==> config.mk <==
export PLATFORM = sky130hd
export DESIGN_NAME = line_scan_sensor_readout_top
export DESIGN_NICKNAME = d
export VERILOG_FILES = /design/src/rtl/lssr_pkg.sv /design/src/rtl/line_scan_sensor_readout_top.sv
export SDC_FILE = /design/constraint.sdc
export NUM_CORES = 1
export LEC_CHECK = 0
export BUFFER_PORTS_ARGS = -buffer_cell sky130_fd_sc_hd__buf_4
export CAP_MARGIN = 20
export CORE_ASPECT_RATIO = 1.25
export CORE_MARGIN = 2
export CORE_UTILIZATION = 60
export DETAILED_ROUTE_END_ITERATION = 7
export PLACE_DENSITY = 0.9
export RECOVER_POWER = 100
export SETUP_SLACK_MARGIN = 0.5
export SLEW_MARGIN = 10
export SYNTH_ARGS = -nofsm -noshare
export SYNTH_HDL_FRONTEND = slang
export SYNTH_SLANG_ARGS = --single-unit
==> constraint.sdc <==
create_clock -name clock -period 3.89 [get_ports clock]
set_input_delay 0.778 -clock clock [delete_from_list [all_inputs] [get_ports clock]]
set_output_delay 0.778 -clock clock [all_outputs]
set_load 0.01 [all_outputs]
==> src/rtl/lssr_pkg.sv <==
// Shared types and constants for the line-scan sensor readout sequencer.
package lssr_pkg;

   localparam int LINE_PIXELS_DEF = 128;

   localparam int ADC_W       = 12;
   localparam int EXP_W       = 32;
   localparam int PIX_CFG_W   = 7;
   localparam int STEP_CFG_W  = 5;
   localparam int STEP_CNT_W  = 4;
   localparam int SAMPLE_IX_W = 7;

   localparam int CSR_IDX_W  = 3;
   localparam int CSR_DATA_W = 32;
   localparam int REQ_DATA_W = 16;
   localparam int RSP_DATA_W = 24;

   localparam logic [EXP_W-1:0]      EXPOSURE_TICKS_RST  = 32'd300000;
   localparam logic [PIX_CFG_W-1:0]  EXPOSURE_START_RST  = 7'd18;
   localparam logic [PIX_CFG_W-1:0]  WINDOW_MARGIN_RST   = 7'd34;
   localparam logic [STEP_CFG_W-1:0] DECIMATION_STEP_RST = 5'd3;
   localparam logic [ADC_W-1:0]      THRESHOLD_RST       = 12'd2500;

   localparam logic [STEP_CFG_W-1:0] STEP_MIN = 5'd1;
   localparam logic [STEP_CFG_W-1:0] STEP_MAX = 5'd16;

   localparam logic [CSR_IDX_W-1:0] REG_EXPOSURE_TICKS  = 3'd0;
   localparam logic [CSR_IDX_W-1:0] REG_EXPOSURE_START  = 3'd1;
   localparam logic [CSR_IDX_W-1:0] REG_WINDOW_MARGIN   = 3'd2;
   localparam logic [CSR_IDX_W-1:0] REG_DECIMATION_STEP = 3'd3;
   localparam logic [CSR_IDX_W-1:0] REG_THRESHOLD       = 3'd4;

   typedef enum logic [1:0] {
      PH_INTEGRATE = 2'd0,
      PH_EXPOSE    = 2'd1,
      PH_CAPTURE   = 2'd2
   } phase_type;

   typedef enum logic [1:0] {
      HALF_SETUP = 2'd0,
      HALF_HIGH  = 2'd1,
      HALF_LOW   = 2'd2
   } half_type;

endpackage

==> src/rtl/line_scan_sensor_readout_top.sv <==
// Line-scan sensor readout sequencer: SI/CLK timing, exposure timer, sampling.
//
//   channel  dir  handshake                content
//   req      in   req_tvalid/req_tready    adc reading, one beat per tick
//   rsp      out  rsp_tvalid/rsp_tready    pin levels, sample, line end
//   csr      in   csr_valid/csr_ready      register index and write data
//
// Every req beat yields exactly one rsp beat. A beat is processed in the
// cycle it is accepted and its result sits in the rsp register next cycle:
// one beat per clock unless rsp stalls. req_tready stays high while the rsp
// register is empty or being drained, so rsp stalls pass straight back to req.
// Reset (synchronous) restores the register defaults and starts an integrate scan.
module line_scan_sensor_readout_top
   import lssr_pkg::*;
#(
   parameter int LINE_PIXELS = LINE_PIXELS_DEF
) (
   input  logic                  clock,
   input  logic                  reset,
   input  logic                  req_tvalid,
   output logic                  req_tready,
   input  logic [REQ_DATA_W-1:0] req_tdata,   // [11:0] adc_sample
   output logic                  rsp_tvalid,
   input  logic                  rsp_tready,
   // [0] si_level, [1] clk_level, [2] sample_valid, [9:3] sample_index,
   // [21:10] sample_value, [22] above_threshold, [23] zero
   output logic [RSP_DATA_W-1:0] rsp_tdata,
   output logic                  rsp_tlast,   // line_done
   input  logic                  csr_valid,
   output logic                  csr_ready,
   input  logic [CSR_IDX_W-1:0]  csr_index,
   input  logic [CSR_DATA_W-1:0] csr_data
);

   localparam int PIX_W = $clog2(LINE_PIXELS);
   localparam int CMP_W = ((PIX_W > PIX_CFG_W) ? PIX_W : PIX_CFG_W) + 1;
   localparam logic [PIX_W-1:0] LAST_PIX = PIX_W'(LINE_PIXELS - 1);
   localparam logic [CMP_W-1:0] LINE_LEN = CMP_W'(LINE_PIXELS);

   // configuration
   logic [EXP_W-1:0]      exp_ticks_ff;
   logic [PIX_CFG_W-1:0]  exp_start_ff;
   logic [PIX_CFG_W-1:0]  margin_ff;
   logic [STEP_CFG_W-1:0] step_cfg_ff;
   logic [ADC_W-1:0]      threshold_ff;

   // sequencer state
   phase_type              phase_ff, phase_in;
   half_type               half_ff, half_in;
   logic [PIX_W-1:0]       pixel_ff, pixel_in;
   logic [EXP_W-1:0]       counter_ff, counter_in, counter_base;
   logic                   running_ff, running_in;
   logic [SAMPLE_IX_W-1:0] scount_ff, scount_in;
   logic [STEP_CNT_W-1:0]  step_ff, step_in;
   logic                   started;

   // result register
   logic                  rsp_valid_ff;
   logic [RSP_DATA_W-1:0] rsp_data_ff, rsp_data_in;
   logic                  rsp_last_ff, rsp_last_in;

   logic                   accept;
   logic [ADC_W-1:0]       adc;
   logic [CMP_W-1:0]       pix_ext, margin_ext, start_ext;
   logic                   in_window, at_margin, take, last_pix, high_capture;
   logic [STEP_CFG_W-1:0]  step_eff, sc_next;
   logic [STEP_CNT_W-1:0]  sc;
   logic                   si, clk_lvl, s_valid, s_above;
   logic [SAMPLE_IX_W-1:0] s_index;
   logic [ADC_W-1:0]       s_value;

   assign csr_ready  = 1'b1;
   assign req_tready = !rsp_valid_ff || rsp_tready;
   assign accept     = req_tvalid && req_tready;
   assign adc        = req_tdata[ADC_W-1:0];

   assign rsp_tvalid = rsp_valid_ff;
   assign rsp_tdata  = rsp_data_ff;
   assign rsp_tlast  = rsp_last_ff;

   always_ff @(posedge clock) begin
      if (reset) begin
         exp_ticks_ff <= EXPOSURE_TICKS_RST;
         exp_start_ff <= EXPOSURE_START_RST;
         margin_ff    <= WINDOW_MARGIN_RST;
         step_cfg_ff  <= DECIMATION_STEP_RST;
         threshold_ff <= THRESHOLD_RST;
      end else if (csr_valid) begin
         unique case (csr_index)
            REG_EXPOSURE_TICKS:  exp_ticks_ff <= csr_data;
            REG_EXPOSURE_START:  exp_start_ff <= csr_data[PIX_CFG_W-1:0];
            REG_WINDOW_MARGIN:   margin_ff    <= csr_data[PIX_CFG_W-1:0];
            REG_DECIMATION_STEP: step_cfg_ff  <= csr_data[STEP_CFG_W-1:0];
            REG_THRESHOLD:       threshold_ff <= csr_data[ADC_W-1:0];
            default: ;
         endcase
      end
   end

   // pixel window and decimation
   assign pix_ext      = CMP_W'(pixel_ff);
   assign margin_ext   = CMP_W'(margin_ff);
   assign start_ext    = CMP_W'(exp_start_ff);
   assign in_window    = (pix_ext >= margin_ext) && ((pix_ext + margin_ext) <= LINE_LEN);
   assign at_margin    = (pix_ext == margin_ext);
   assign sc           = at_margin ? '0 : step_ff;
   assign take         = (sc == '0);
   assign last_pix     = (pixel_ff == LAST_PIX);
   assign high_capture = (phase_ff == PH_CAPTURE) && (half_ff == HALF_HIGH);

   always_comb begin
      if (step_cfg_ff < STEP_MIN) begin
         step_eff = STEP_MIN;
      end else if (step_cfg_ff > STEP_MAX) begin
         step_eff = STEP_MAX;
      end else begin
         step_eff = step_cfg_ff;
      end
   end

   assign sc_next = STEP_CFG_W'(sc) + STEP_CFG_W'(1);

   // next state
   always_comb begin
      phase_in     = phase_ff;
      half_in      = half_ff;
      pixel_in     = pixel_ff;
      counter_base = counter_ff;
      running_in   = running_ff;
      scount_in    = scount_ff;
      step_in      = step_ff;
      started      = 1'b0;
      unique case (phase_ff)
         PH_EXPOSE: begin
            if (counter_ff >= exp_ticks_ff) begin
               running_in = 1'b0;
               phase_in   = PH_CAPTURE;
               pixel_in   = '0;
               half_in    = HALF_SETUP;
            end
         end
         PH_INTEGRATE, PH_CAPTURE: begin
            unique case (half_ff)
               HALF_SETUP: begin
                  if (phase_ff == PH_CAPTURE) begin
                     scount_in = '0;
                     step_in   = '0;
                  end
                  half_in = HALF_HIGH;
               end
               HALF_HIGH: begin
                  if (phase_ff == PH_INTEGRATE && pix_ext == start_ext) begin
                     counter_base = '0;
                     running_in   = 1'b1;
                     started      = 1'b1;
                  end
                  if (phase_ff == PH_CAPTURE && in_window) begin
                     if (take) begin
                        scount_in = scount_ff + SAMPLE_IX_W'(1);
                     end
                     step_in = (sc_next >= step_eff) ? '0 : sc_next[STEP_CNT_W-1:0];
                  end
                  half_in = HALF_LOW;
               end
               default: begin
                  if (last_pix) begin
                     pixel_in = '0;
                     half_in  = HALF_SETUP;
                     if (phase_ff == PH_INTEGRATE) begin
                        phase_in = PH_EXPOSE;
                        if (!running_ff) begin
                           counter_base = '0;
                           running_in   = 1'b1;
                           started      = 1'b1;
                        end
                     end else begin
                        phase_in = PH_INTEGRATE;
                     end
                  end else begin
                     pixel_in = pixel_ff + PIX_W'(1);
                     half_in  = HALF_HIGH;
                  end
               end
            endcase
         end
         default: begin
            phase_in = PH_INTEGRATE;
            pixel_in = '0;
            half_in  = HALF_SETUP;
         end
      endcase
      counter_in = counter_base;
      if (running_ff && running_in && !started && (counter_base != '1)) begin
         counter_in = counter_base + EXP_W'(1);
      end
   end

   // tick outputs
   always_comb begin
      si      = 1'b0;
      clk_lvl = 1'b0;
      if (phase_ff == PH_INTEGRATE || phase_ff == PH_CAPTURE) begin
         unique case (half_ff)
            HALF_SETUP: si = 1'b1;
            HALF_HIGH: begin
               clk_lvl = 1'b1;
               si      = (pixel_ff == '0);
            end
            default: ;
         endcase
      end
      s_valid = high_capture && in_window && take;
      s_index = s_valid ? scount_ff : '0;
      s_value = s_valid ? adc : '0;
      s_above = s_valid && (adc > threshold_ff);
      rsp_data_in = {1'b0, s_above, s_value, s_index, s_valid, clk_lvl, si};
      rsp_last_in = high_capture && last_pix;
   end

   always_ff @(posedge clock) begin
      if (reset) begin
         phase_ff     <= PH_INTEGRATE;
         half_ff      <= HALF_SETUP;
         pixel_ff     <= '0;
         counter_ff   <= '0;
         running_ff   <= 1'b0;
         scount_ff    <= '0;
         step_ff      <= '0;
         rsp_valid_ff <= 1'b0;
      end else begin
         if (accept) begin
            phase_ff   <= phase_in;
            half_ff    <= half_in;
            pixel_ff   <= pixel_in;
            counter_ff <= counter_in;
            running_ff <= running_in;
            scount_ff  <= scount_in;
            step_ff    <= step_in;
         end
         if (req_tready) begin
            rsp_valid_ff <= req_tvalid;
         end
      end
   end

   always_ff @(posedge clock) begin
      if (accept) begin
         rsp_data_ff <= rsp_data_in;
         rsp_last_ff <= rsp_last_in;
      end
   end

endmodule
=== Word-level counts from Yosys, hierarchy flattened ===
Index checks and enable logic that the tools add are counted.

* Add/subtract/negate cells: 5
* Magnitude comparators: 7
* Equality and inequality tests: 17
* Multiplexer cells: 45
* Reduce and logical (&&, ||, !) cells: 34

{| class="wikitable"
|+ Operators with widths
! kind !! number
|-
| 32-bit 2-to-1 mux || 6
|-
| 32-bit one-hot mux with 2 select lines || 1
|-
| 7-bit 2-to-1 mux || 6
|-
| 32-bit by 1-bit adder with 32-bit output (second input constant) || 1
|-
| 32-bit >= comparator || 1
|-
| 32-bit inequality test (second input constant) || 1
|-
| 7-bit one-hot mux with 2 select lines || 2
|-
| 4-bit 2-to-1 mux || 4
|-
| 7-bit by 1-bit adder with 7-bit output (second input constant) || 2
|-
| 7-bit == test || 2
|-
| 12-bit > comparator || 1
|-
| 1-bit logical AND || 12
|-
| 1-bit 2-to-1 mux || 12
|-
| 2-bit one-hot mux with 2 select lines || 3
|-
| 2-bit AND reduction || 6
|-
| 5-bit 2-to-1 mux || 2
|-
| 2-bit inequality test (second input constant) || 5
|-
| 7-bit by 7-bit adder with 8-bit output || 1
|-
| 8-bit <= comparator (second input constant) || 1
|-
| 2-bit 2-to-1 mux || 4
|-
| 1-bit one-hot mux with 2 select lines || 4
|-
| 4-bit one-hot mux with 2 select lines || 1
|-
| 7-bit == test (second input constant) || 1
|-
| 7-bit >= comparator || 1
|-
| other kinds (22) || 28
|}

* Bits in registers: 143
* Output and inout port bits: 28

=== Logic depth before layout (Yosys ltp) ===
Gate-level depths: netlist (run 1).

* Depth after elaboration: 9
* Mapped depth: 16
* Mapped depth without buffers: 15

=== Worst setup path after synthesis (run 1) ===
Ideal clock, no wire load.

* Path kind: register -> register
* Start point: reg phase_ff[0]
* End point: reg counter_ff[7]
* Library setup time: 0.074 ns
* Arrival time: 3.340 ns
* Path slack: 0.476 ns
* Cell stages (with the launch flop): 15
* Buffers on the path: 4
* Cell sequence: dfxtp_1 buf_2 or4b_1 nor4_1 a32o_1 buf_6 clkbuf_1 nor2_1 ha_1 and4_1 nand3_1 o211ai_1 buf_2 or4_1 a31oi_1

* Longest elaborated chain between the ends: 9

{| class="wikitable"
|+ Ends and longest elaborated chain
! item !! RTL line !! text
|-
| start, declared || line_scan_sensor_readout_top.sv:48 || <nowiki>phase_type phase_ff, phase_in;</nowiki>
|-
| start signal, assigned || line_scan_sensor_readout_top.sv:232 || <nowiki>phase_ff <= phase_in;</nowiki>
|-
| branches (longest 8 deep; another with 32-bit by 1-bit adder with 32-bit output) || n/a ||
|-
| 32-bit 2-to-1 mux * || line_scan_sensor_readout_top.sv:193 || <nowiki>if (running_ff && running_in && !started && (counter_base != '1)) begin</nowiki>
|-
| end signal, assigned || line_scan_sensor_readout_top.sv:235 || <nowiki>counter_ff <= counter_in;</nowiki>
|-
| end, declared || line_scan_sensor_readout_top.sv:51 || <nowiki>logic [EXP_W-1:0] counter_ff, counter_in, counter_base;</nowiki>
|}

Mark *: on every way between the ends.
A chain may end at the register's enable or synchronous reset.

=== Final worst setup path (run 1) ===
* Start point: reg pixel_ff[0]
* End point: reg rsp_data_ff[17] (netlist: rsp_tdata[17]) (data pin)

* Longest elaborated chain between the ends: 5

{| class="wikitable"
|+ Ends and longest elaborated chain
! item !! RTL line !! text
|-
| start, declared || line_scan_sensor_readout_top.sv:50 || <nowiki>logic [PIX_W-1:0] pixel_ff, pixel_in;</nowiki>
|-
| start signal, assigned || line_scan_sensor_readout_top.sv:234 || <nowiki>pixel_ff <= pixel_in;</nowiki>
|-
| 7-bit by 7-bit adder with 8-bit output || line_scan_sensor_readout_top.sv:104 || <nowiki>assign in_window = (pix_ext >= margin_ext) && ((pix_ext + margin_ext) <= LINE_LEN);</nowiki>
|-
| 8-bit <= comparator || line_scan_sensor_readout_top.sv:104 ||
|-
| 1-bit logical AND || line_scan_sensor_readout_top.sv:104 ||
|-
| 1-bit logical AND || line_scan_sensor_readout_top.sv:212 || <nowiki>s_valid = high_capture && in_window && take;</nowiki>
|-
| 1-bit logical AND * || line_scan_sensor_readout_top.sv:212 ||
|-
| end signal, assigned || line_scan_sensor_readout_top.sv:248 || <nowiki>rsp_data_ff <= rsp_data_in;</nowiki>
|-
| end, declared || line_scan_sensor_readout_top.sv:59 || <nowiki>logic [RSP_DATA_W-1:0] rsp_data_ff, rsp_data_in;</nowiki>
|}

Every way passes the cells marked *; elsewhere a longest branch is shown, timed or not.

==> out/results.tsv, run 1 <==
metric	value	unit
outcome	complete, but fails checks	
failing checks	capacitance limit, slew limit	
Cell Pwr Density	348.0	mW/mm2
crit path kind	register to register	
Synth top area share	28.45	%
peak supply drop	0.2982	mV
post-synthesis sequential area ratio	37.06	%
Crit path largest cell delay	470	ps
Post-synth EDFFs	24	
Synth Warn #	0	
Final GP Congestion	0.9417	
clk slew on worst S/H paths	60	ps
Total Routing Usage GR	27.81	%
count of final hold-check violations	0	
Critical Path Sink Type	register	
htree depth	4	
IO Pins	84	
dpl cell area	0.009081	mm2
Placed Instances	1209	
Netlist cell types	70	
area leader, netlist	dfxtp_1	
die height	136.1	um
ANT cells	0	
Initial DRC Count	652	
share of cells above drive strength 1	12.56	%
Main synth FF type	dfxtp_1	
most frequent cells in the layout	128 x nand2_1, 111 x dfxtp_1, 75 x inv_1, 75 x a21oi_1, 66 x nor2_1	
hold_ws	455.4	ps
Core Rows	48	
die area	0.01492	mm2
first-pass GRT wire length	32570	um
Die W	109.7	um
CP required	4080	ps
fin area	0.009620	mm2
root buf cell	clkbuf_16	
Pre-antenna DRT Iters	5	
Startpoint Class	register	
aggregate global routing overflow	0	
Max-slew headroom	-27.78	%
Max-Cap Viols	1	
critical path peak fanout	18	
Final Net Count	1180	
Core Region	0.01375	mm2
Routed WL	20570	um
setup TNS	0	ps
TritonCTS clock tree	done	
CTS sink count	143	
post-layout min period	3562	ps
drt drc	0	
final slew viol count	101	
pin count of the biggest net entering global routing	101	
Final Cycle Share	91.58	%
DRT met1 WL	8038	um
cts hold-fix bufs	0	
Buffers on Ports	77	
number of global-route vias before repair	7048	
final setup fails	0	
syn nets	1113	
Leak	3.957	nW
highest routed layer	met4	
DR vias	7575	
total CTS buffers	17	
Crit path arrival time	3750	ps
Avg Cell Area, Syn	8.483	um2
wire per inst	16.57	um
post-synthesis instance total	987	
initial core utilization	60.88	%
worst path cell trace	ha_1, fa_1, nor2b_1, o311ai_2, mux2_2, a2bb2oi_1, o2111ai_1, a21o_1, inv_1, and2_1	
Pwr Total	3.348	mW
vias per std cell	6.099	
post-DP HPWL	13960	um
clock latency on the worst-skew pair	440	ps
Post-Synthesis Cell Area	0.008373	mm2
unrepaired setup endpoints after global routing	yes	
slew at the pin closest to its max-slew limit	1917	ps
met2 WL	10140	um
Fmax	280.7	MHz
antenna violations before repair	0	
CTS Buffer Depth	2	
met3 wire len	1401	um
Routed Antenna Nets	0	
FFs w/ async S/R, synth	0	%
hold crit path type	register to register	
slowest CP cell	o2111ai_1	
Clock Skews	9.222	ps
Layout area overhead	14.90	%
Synth area leaders	dfxtp_1 28%, ha_1 10%, edfxtp_1 8.6%	
Final Non-Filler Cells	1242	
Yosys reg bits	143	
commonest non-fill, non-tap cell in the layout	nand2_1	
-- synth_stat cells (3+ instances only) --
| cell | count |
|---|---|
| ha_1 | 69 |
| nand3b_1 | 25 |
| nor4b_1 | 4 |
| buf_2 | 8 |
| nor2b_1 | 8 |
| nor3b_1 | 9 |
| nor3_1 | 19 |
| a211o_1 | 14 |
| a211oi_1 | 4 |
| xor2_1 | 8 |
| nor2_1 | 67 |
| nor4_1 | 12 |
| clkbuf_1 | 31 |
| nand2b_1 | 15 |
| o21ai_0 | 18 |
| or4_1 | 3 |
| nand2_1 | 130 |
| or2_2 | 7 |
| or3_1 | 14 |
| and4_1 | 5 |
| dfxtp_1 | 119 |
| mux2i_1 | 41 |
| a21o_1 | 26 |
| a31oi_1 | 5 |
| and2_1 | 20 |
| nand3_1 | 36 |
| and3_1 | 9 |
| mux2_2 | 7 |
| edfxtp_1 | 24 |
| o31ai_1 | 4 |
| nand4_1 | 24 |
| a21boi_0 | 3 |
| a21oi_1 | 75 |
| o211ai_1 | 4 |
| inv_1 | 74 |
-- worst max-delay path, delay by kind of cell (launching register included) --
kind            cells  cell delay [ps]
compound gates      4             1220
fa+ha+maj           2              680
flops               1              400
simple gates        2              430
mux                 1              380
buf+inv             1              210
-- timing repair --
item                                    4_1_cts  5_1_grt
setup buffers                                 1        0
pin swaps                                     1        1
resized for setup                             9       23
endpoints found under the setup margin        5       28
-- logic make-up after synthesis --
group	synth area share [%]
buffers and inverters	5.813
multiplexers	5.843
XOR/XNOR	1.046
flip-flops	37.06
adder cells (fa/ha/maj)	10.55
other	0.08969
AND/OR/NAND/NOR	25.28
AO/OA/AOI/OAI	14.32
-- per-layer routing --
metal  GRT usage (%)  vias to the layer above
li1                -                     3624
met1           32.25                     3548
met2           48.42                      322
met3           4.986                       81
met4           14.14                        0
met5               0                        -
-- power breakdown --
group          total [mW]  switching [mW]  internal (mW)  leakage (nW)
combinational       0.262           0.154          0.108          2.48
clock                1.54           0.701          0.838         0.267
sequential           1.55          0.0139           1.53          1.21
-- state kept, by name (all words and copies together) (netlist names) --
name	flops
half_ff	2
rsp_tdata	23
rsp_tlast	1
phase_ff	2
exp_ticks_ff	32
rsp_tvalid	1
pixel_ff	7
exp_start_ff	7
counter_ff	32
step_ff	4
step_cfg_ff	5
margin_ff	7
running_ff	1
threshold_ff	12
scount_ff	7
-- worst paths after layout --
check	start	end	slack, ps	depth (start not counted)
hold reg to reg	exp_ticks_ff[27]$_SDFFE_PP0P_	exp_ticks_ff[27]$_SDFFE_PP0P_	460	2
setup / recovery	pixel_ff[0]$_SDFFE_PP0P_	rsp_tdata[17]$_SDFFCE_PN0P_	330	10
hold / removal	exp_ticks_ff[27]$_SDFFE_PP0P_	exp_ticks_ff[27]$_SDFFE_PP0P_	460	2
setup reg to reg	pixel_ff[0]$_SDFFE_PP0P_	rsp_tdata[17]$_SDFFCE_PN0P_	330	10
-- cell type report --
class	instances	area (um2)
sequential	143	3113
clock inverter	14	125.1
tap	175	219.0
timing repair buffer	93	575.6
clock buffer	18	429.2
multi-input combinational	723	4873
fill	1034	4133
inverter	76	285.3
-- metrics by stage --
stage,utilization [%],worst slack [ps]
after floorplan,-,583.9
after global placement,66.03,534.6
final,69.95,327.7
after CTS,70.50,512.4
after global routing,69.95,239.1
after detailed placement,66.03,497.0
Note: power is estimated with default switching activity, not from simulation.
==> inputs of run 2 (changes only) <==
--- a/config.mk
+++ b/config.mk
@@ -5,14 +5,14 @@
 export SDC_FILE = /design/constraint.sdc
 export NUM_CORES = 1
 export LEC_CHECK = 0
+export ABC_AREA = 1
 export BUFFER_PORTS_ARGS = -buffer_cell sky130_fd_sc_hd__buf_4
-export CAP_MARGIN = 20
+export CAP_MARGIN = 25
 export CORE_ASPECT_RATIO = 1.25
 export CORE_MARGIN = 2
 export CORE_UTILIZATION = 60
 export DETAILED_ROUTE_END_ITERATION = 7
 export PLACE_DENSITY = 0.9
-export RECOVER_POWER = 100
 export SETUP_SLACK_MARGIN = 0.5
 export SLEW_MARGIN = 10
 export SYNTH_ARGS = -nofsm -noshare
==> out/results.tsv, run 2 <==
metric	value	unit	change
outcome	complete, no violations		
Critical Path Sink Type	register		
die height	140.7	um	+3.4%
hold crit path type	register to register		
Placed Instances	1517		+25%
Avg Cell Area, Syn	6.971	um2	-18%
worst r2r src	pixel_ff[0]$_SDFFE_PP0P_		
Layout area overhead	15.30	%	
Netlist cell types	49		-30%
post-DP HPWL	17350	um	+24%
RR Endpoint	step_ff[3]$_SDFFE_PP0P_		
Int Pwr	2.591	mW	+4.5%
commonest non-fill, non-tap cell in the layout	nand2_1		
Buffers on Ports	77		unchanged
Main synth FF type	dfxtp_1		
Critical Path Source	pixel_ff[0]$_SDFFE_PP0P_		
Pre-antenna DRT Iters	7		+2
adder-cell area share of the yosys netlist	9.847	%	-0.70 points
Max-slew headroom	57.68	%	+85 points
post-synthesis compound-gate area fraction	11.91	%	-2.4 points
dpl cell area	0.009662	mm2	+6.4%
xor/xnor share of the synthesized area	0.9763	%	-0.070 points
htree depth	4		unchanged
crit path kind	register to register		
post-synthesis sequential area ratio	34.59	%	-2.5 points
main combinational cell family by area after synthesis	simple AND/OR/NAND/NOR gates		
clock latency on the worst-skew pair	440	ps	about the same
CTS Buffer Depth	2		unchanged
Final Net Count	1489		+26%
Comb power frac	9.8	%	+2.0 points
Yosys reg bits	143		unchanged
Pwr Total	3.483	mW	+4.0%
final setup fails	0		unchanged
Synth Warn #	0		unchanged
die area	0.01595	mm2	+6.9%
post-layout min period	3156	ps	-406.0 ps
Setup crit end	step_ff[3]$_SDFFE_PP0P_		
most frequent cells in the layout	259 x nand2_1, 195 x inv_1, 189 x nor2_1		
Final Cycle Share	81.14	%	-10 points
clk slew on worst S/H paths	60	ps	about the same
count of final hold-check violations	0		unchanged
aggregate global routing overflow	0		unchanged
critical path peak fanout	5		-13
post-route setup slack	733.8	ps	+406.0 ps
Die W	113.4	um	+3.4%
Synth area leaders	dfxtp_1 27%, nand2_1 11%, ha_1 9.6%		
Sw Share	25.60	%	-0.35 points
Final GP Congestion	0.9679		+2.8%
initial core utilization	61.74	%	+0.86 points
top-count cell post-synth	nand2_1		
Total Routing Usage GR	29.82	%	+2.0 points
Startpoint Class	register		
pre-CTS WS	507.4	ps	+10.33 ps
Core Rows	49		+2.1%
FFs w/ async S/R, synth	0	%	unchanged
antenna violations before repair	0		unchanged
R2R Setup Slk	730	ps	+410 ps
Synth top area share	26.56	%	-1.9 points
Cell Pwr Density	336.7	mW/mm2	-3.3%
Fillers	1117		+8.0%
top post-synthesis cells by count	259 x nand2_1, 197 x inv_1, 190 x nor2_1, 119 x dfxtp_1, 94 x a21oi_1		
drt drc	0		unchanged
root buf cell	clkbuf_16		
pin count of the biggest net entering global routing	38		-62%
ANT cells	0		unchanged
sequential share of power	44.9	%	-1.3 points
unrepaired setup endpoints after global routing	no		
Initial DRC Count	730		+12%
NetSw	891.5	uW	+2.6%
share of cells above drive strength 1	14.53	%	+2.0 points
Post-synth EDFFs	24		unchanged
Leak	4.638	nW	+17%
peak supply drop	0.2948	mV	-1.2%
Synth Area in Simple Gates	31.55	%	+6.3 points
Routed WL	23640	um	+15%
number of global-route vias before repair	8542		+21%
Core Region	0.01453	mm2	+5.6%
Routed Antenna Nets	0		unchanged
fin area	0.01034	mm2	+7.5%
setup TNS	0	ps	unchanged
Post-Synthesis Cell Area	0.008971	mm2	+7.1%
total CTS buffers	17		unchanged
first-pass GRT wire length	38300	um	+18%
syn nets	1413		+27%
post-synthesis instance total	1287		+30%
Clock Skews	13.72	ps	+4.500 ps
wire per inst	15.21	um	-8.2%
Fmax	316.8	MHz	+13%
CTS sink count	143		unchanged
slew at the pin closest to its max-slew limit	633.8	ps	-1283 ps
CP required	4260	ps	+180 ps
Crit path arrival time	3520	ps	-230 ps
mux cell area share after synthesis	0	%	-5.8 points
Final Non-Filler Cells	1554		+25%
area leader, netlist	dfxtp_1		
TritonCTS clock tree	done		
Clock power frac	45.3	%	-0.7 points
final slew viol count	0		-100%
IO Pins	84		unchanged
DR vias	8711		+15%
r2r worst-path depth	18		+8
vias per std cell	5.606		-8.1%
Max-Cap Viols	0		-1
## run 2: cell types whose count changed in the layout (fill, tap and decap cells not counted), moves of 18 or more
| cell | change |
|---|---|
| mux2i_1 | -41 |
| nand3_1 | +30 |
| inv_1 | +120 |
| clkbuf_1 | -32 |
| nor2_1 | +123 |
| nand2_1 | +131 |
| a21o_1 | -25 |
| nand3b_1 | -23 |
| buf_4 | +31 |
| o21ai_0 | +40 |
| a21oi_1 | +18 |
## run 2: cell type report
| class | instances | area, um2 | area share [%] |
|---|---|---|---|
| multi-input combinational | 894 | 4938 | 47.74 |
| sequential | 143 | 3112 | 30.08 |
| tap | 178 | 222.7 | 2.153 |
| timing repair buffer | 91 | 690.7 | 6.677 |
| inverter | 216 | 813.3 | 7.863 |
| clock buffer | 20 | 456.7 | 4.415 |
| clock inverter | 12 | 110.1 | 1.064 |
## run 2: metrics by stage
step                      utilization [%]  hold slack (ps)
after global placement              66.49            442.8
after global routing                71.19            471.6
after floorplan                         -            433.1
final                               71.19            463.7
after detailed placement            66.49            450.1
after CTS                           70.45            462.2
## run 2: how the worst min path moves through the flow
stage | startpoint | cells past startpoint | to | slack (ps)
floorplan | threshold_ff[10]$_SDFFE_PP0P_ | 2 | threshold_ff[10]$_SDFFE_PP0P_ | 430
global placement | threshold_ff[9]$_SDFFE_PP0P_ | 2 | threshold_ff[9]$_SDFFE_PP0P_ | 440
detailed placement | threshold_ff[1]$_SDFFE_PP0P_ | 2 | threshold_ff[1]$_SDFFE_PP0P_ | 450
CTS | exp_ticks_ff[28]$_SDFFE_PP0P_ | 2 | exp_ticks_ff[28]$_SDFFE_PP0P_ | 460
global route | exp_ticks_ff[27]$_SDFFE_PP0P_ | 2 | exp_ticks_ff[27]$_SDFFE_PP0P_ | 470
finish | threshold_ff[10]$_SDFFE_PP0P_ | 2 | threshold_ff[10]$_SDFFE_PP0P_ | 460
## run 2: what timing repair did
| item | 4_1_cts | 5_1_grt |
|---|---|---|
| buffers inserted | 0 | 4 |
| hold buffers | 0 | 0 |
| pin swaps | 0 | 7 |
| gates resized for setup | 1 | 16 |
| endpoints found under the setup margin | 2 | 30 |
## run 2: power groups by stage
stage	Clock (mW)	Sequential, mW	Combinational, mW
2_1_floorplan	0	1.60	0.196
5_1_grt	1.66	1.57	0.381
4_1_cts	1.58	1.56	0.328
3_5_place_dp	0	1.60	0.324
6_report	1.58	1.56	0.340
3_3_place_gp	0	1.59	0.310
## run 2: critical path, cell delays in order, from the launching register on
cell and delay, ps:
dfxtp_4 380, inv_2 80, ha_1 270, inv_1 60, nor3_2 190, nand4_1 220, inv_1 150, nor2_2 60
ha_1 320, ha_1 300, a21boi_0 120, o21a_1 180, o21ai_1 110, nand2_1 100, a21oi_4 190, nand3_1 100
nand4_1 100, nand2_1 50, nor2_1 110
## run 2: cell families (layout without fill, tap and decap cells)
family / after synthesis / in the layout
and+or+nand+nor: 619 / 619
buffers and inverters: 250 / 339
AOI/OAI and AO/OA: 193 / 193
DFF: 143 / 143
adders and majority gates: 70 / 70
xor gates and xnor gates: 10 / 10
other: 2 / 2
## run 2: metal layers
metal / vias to the layer above / share of wire [%] / global-route usage (%)
met4: 0 / 4.7 / 17.14
met2: 318 / 53 / 55.78
met5: - / 0 / 0
met3: 91 / 5.2 / 5.847
li1: 4294 / - / -
met1: 4008 / 37 / 30.50
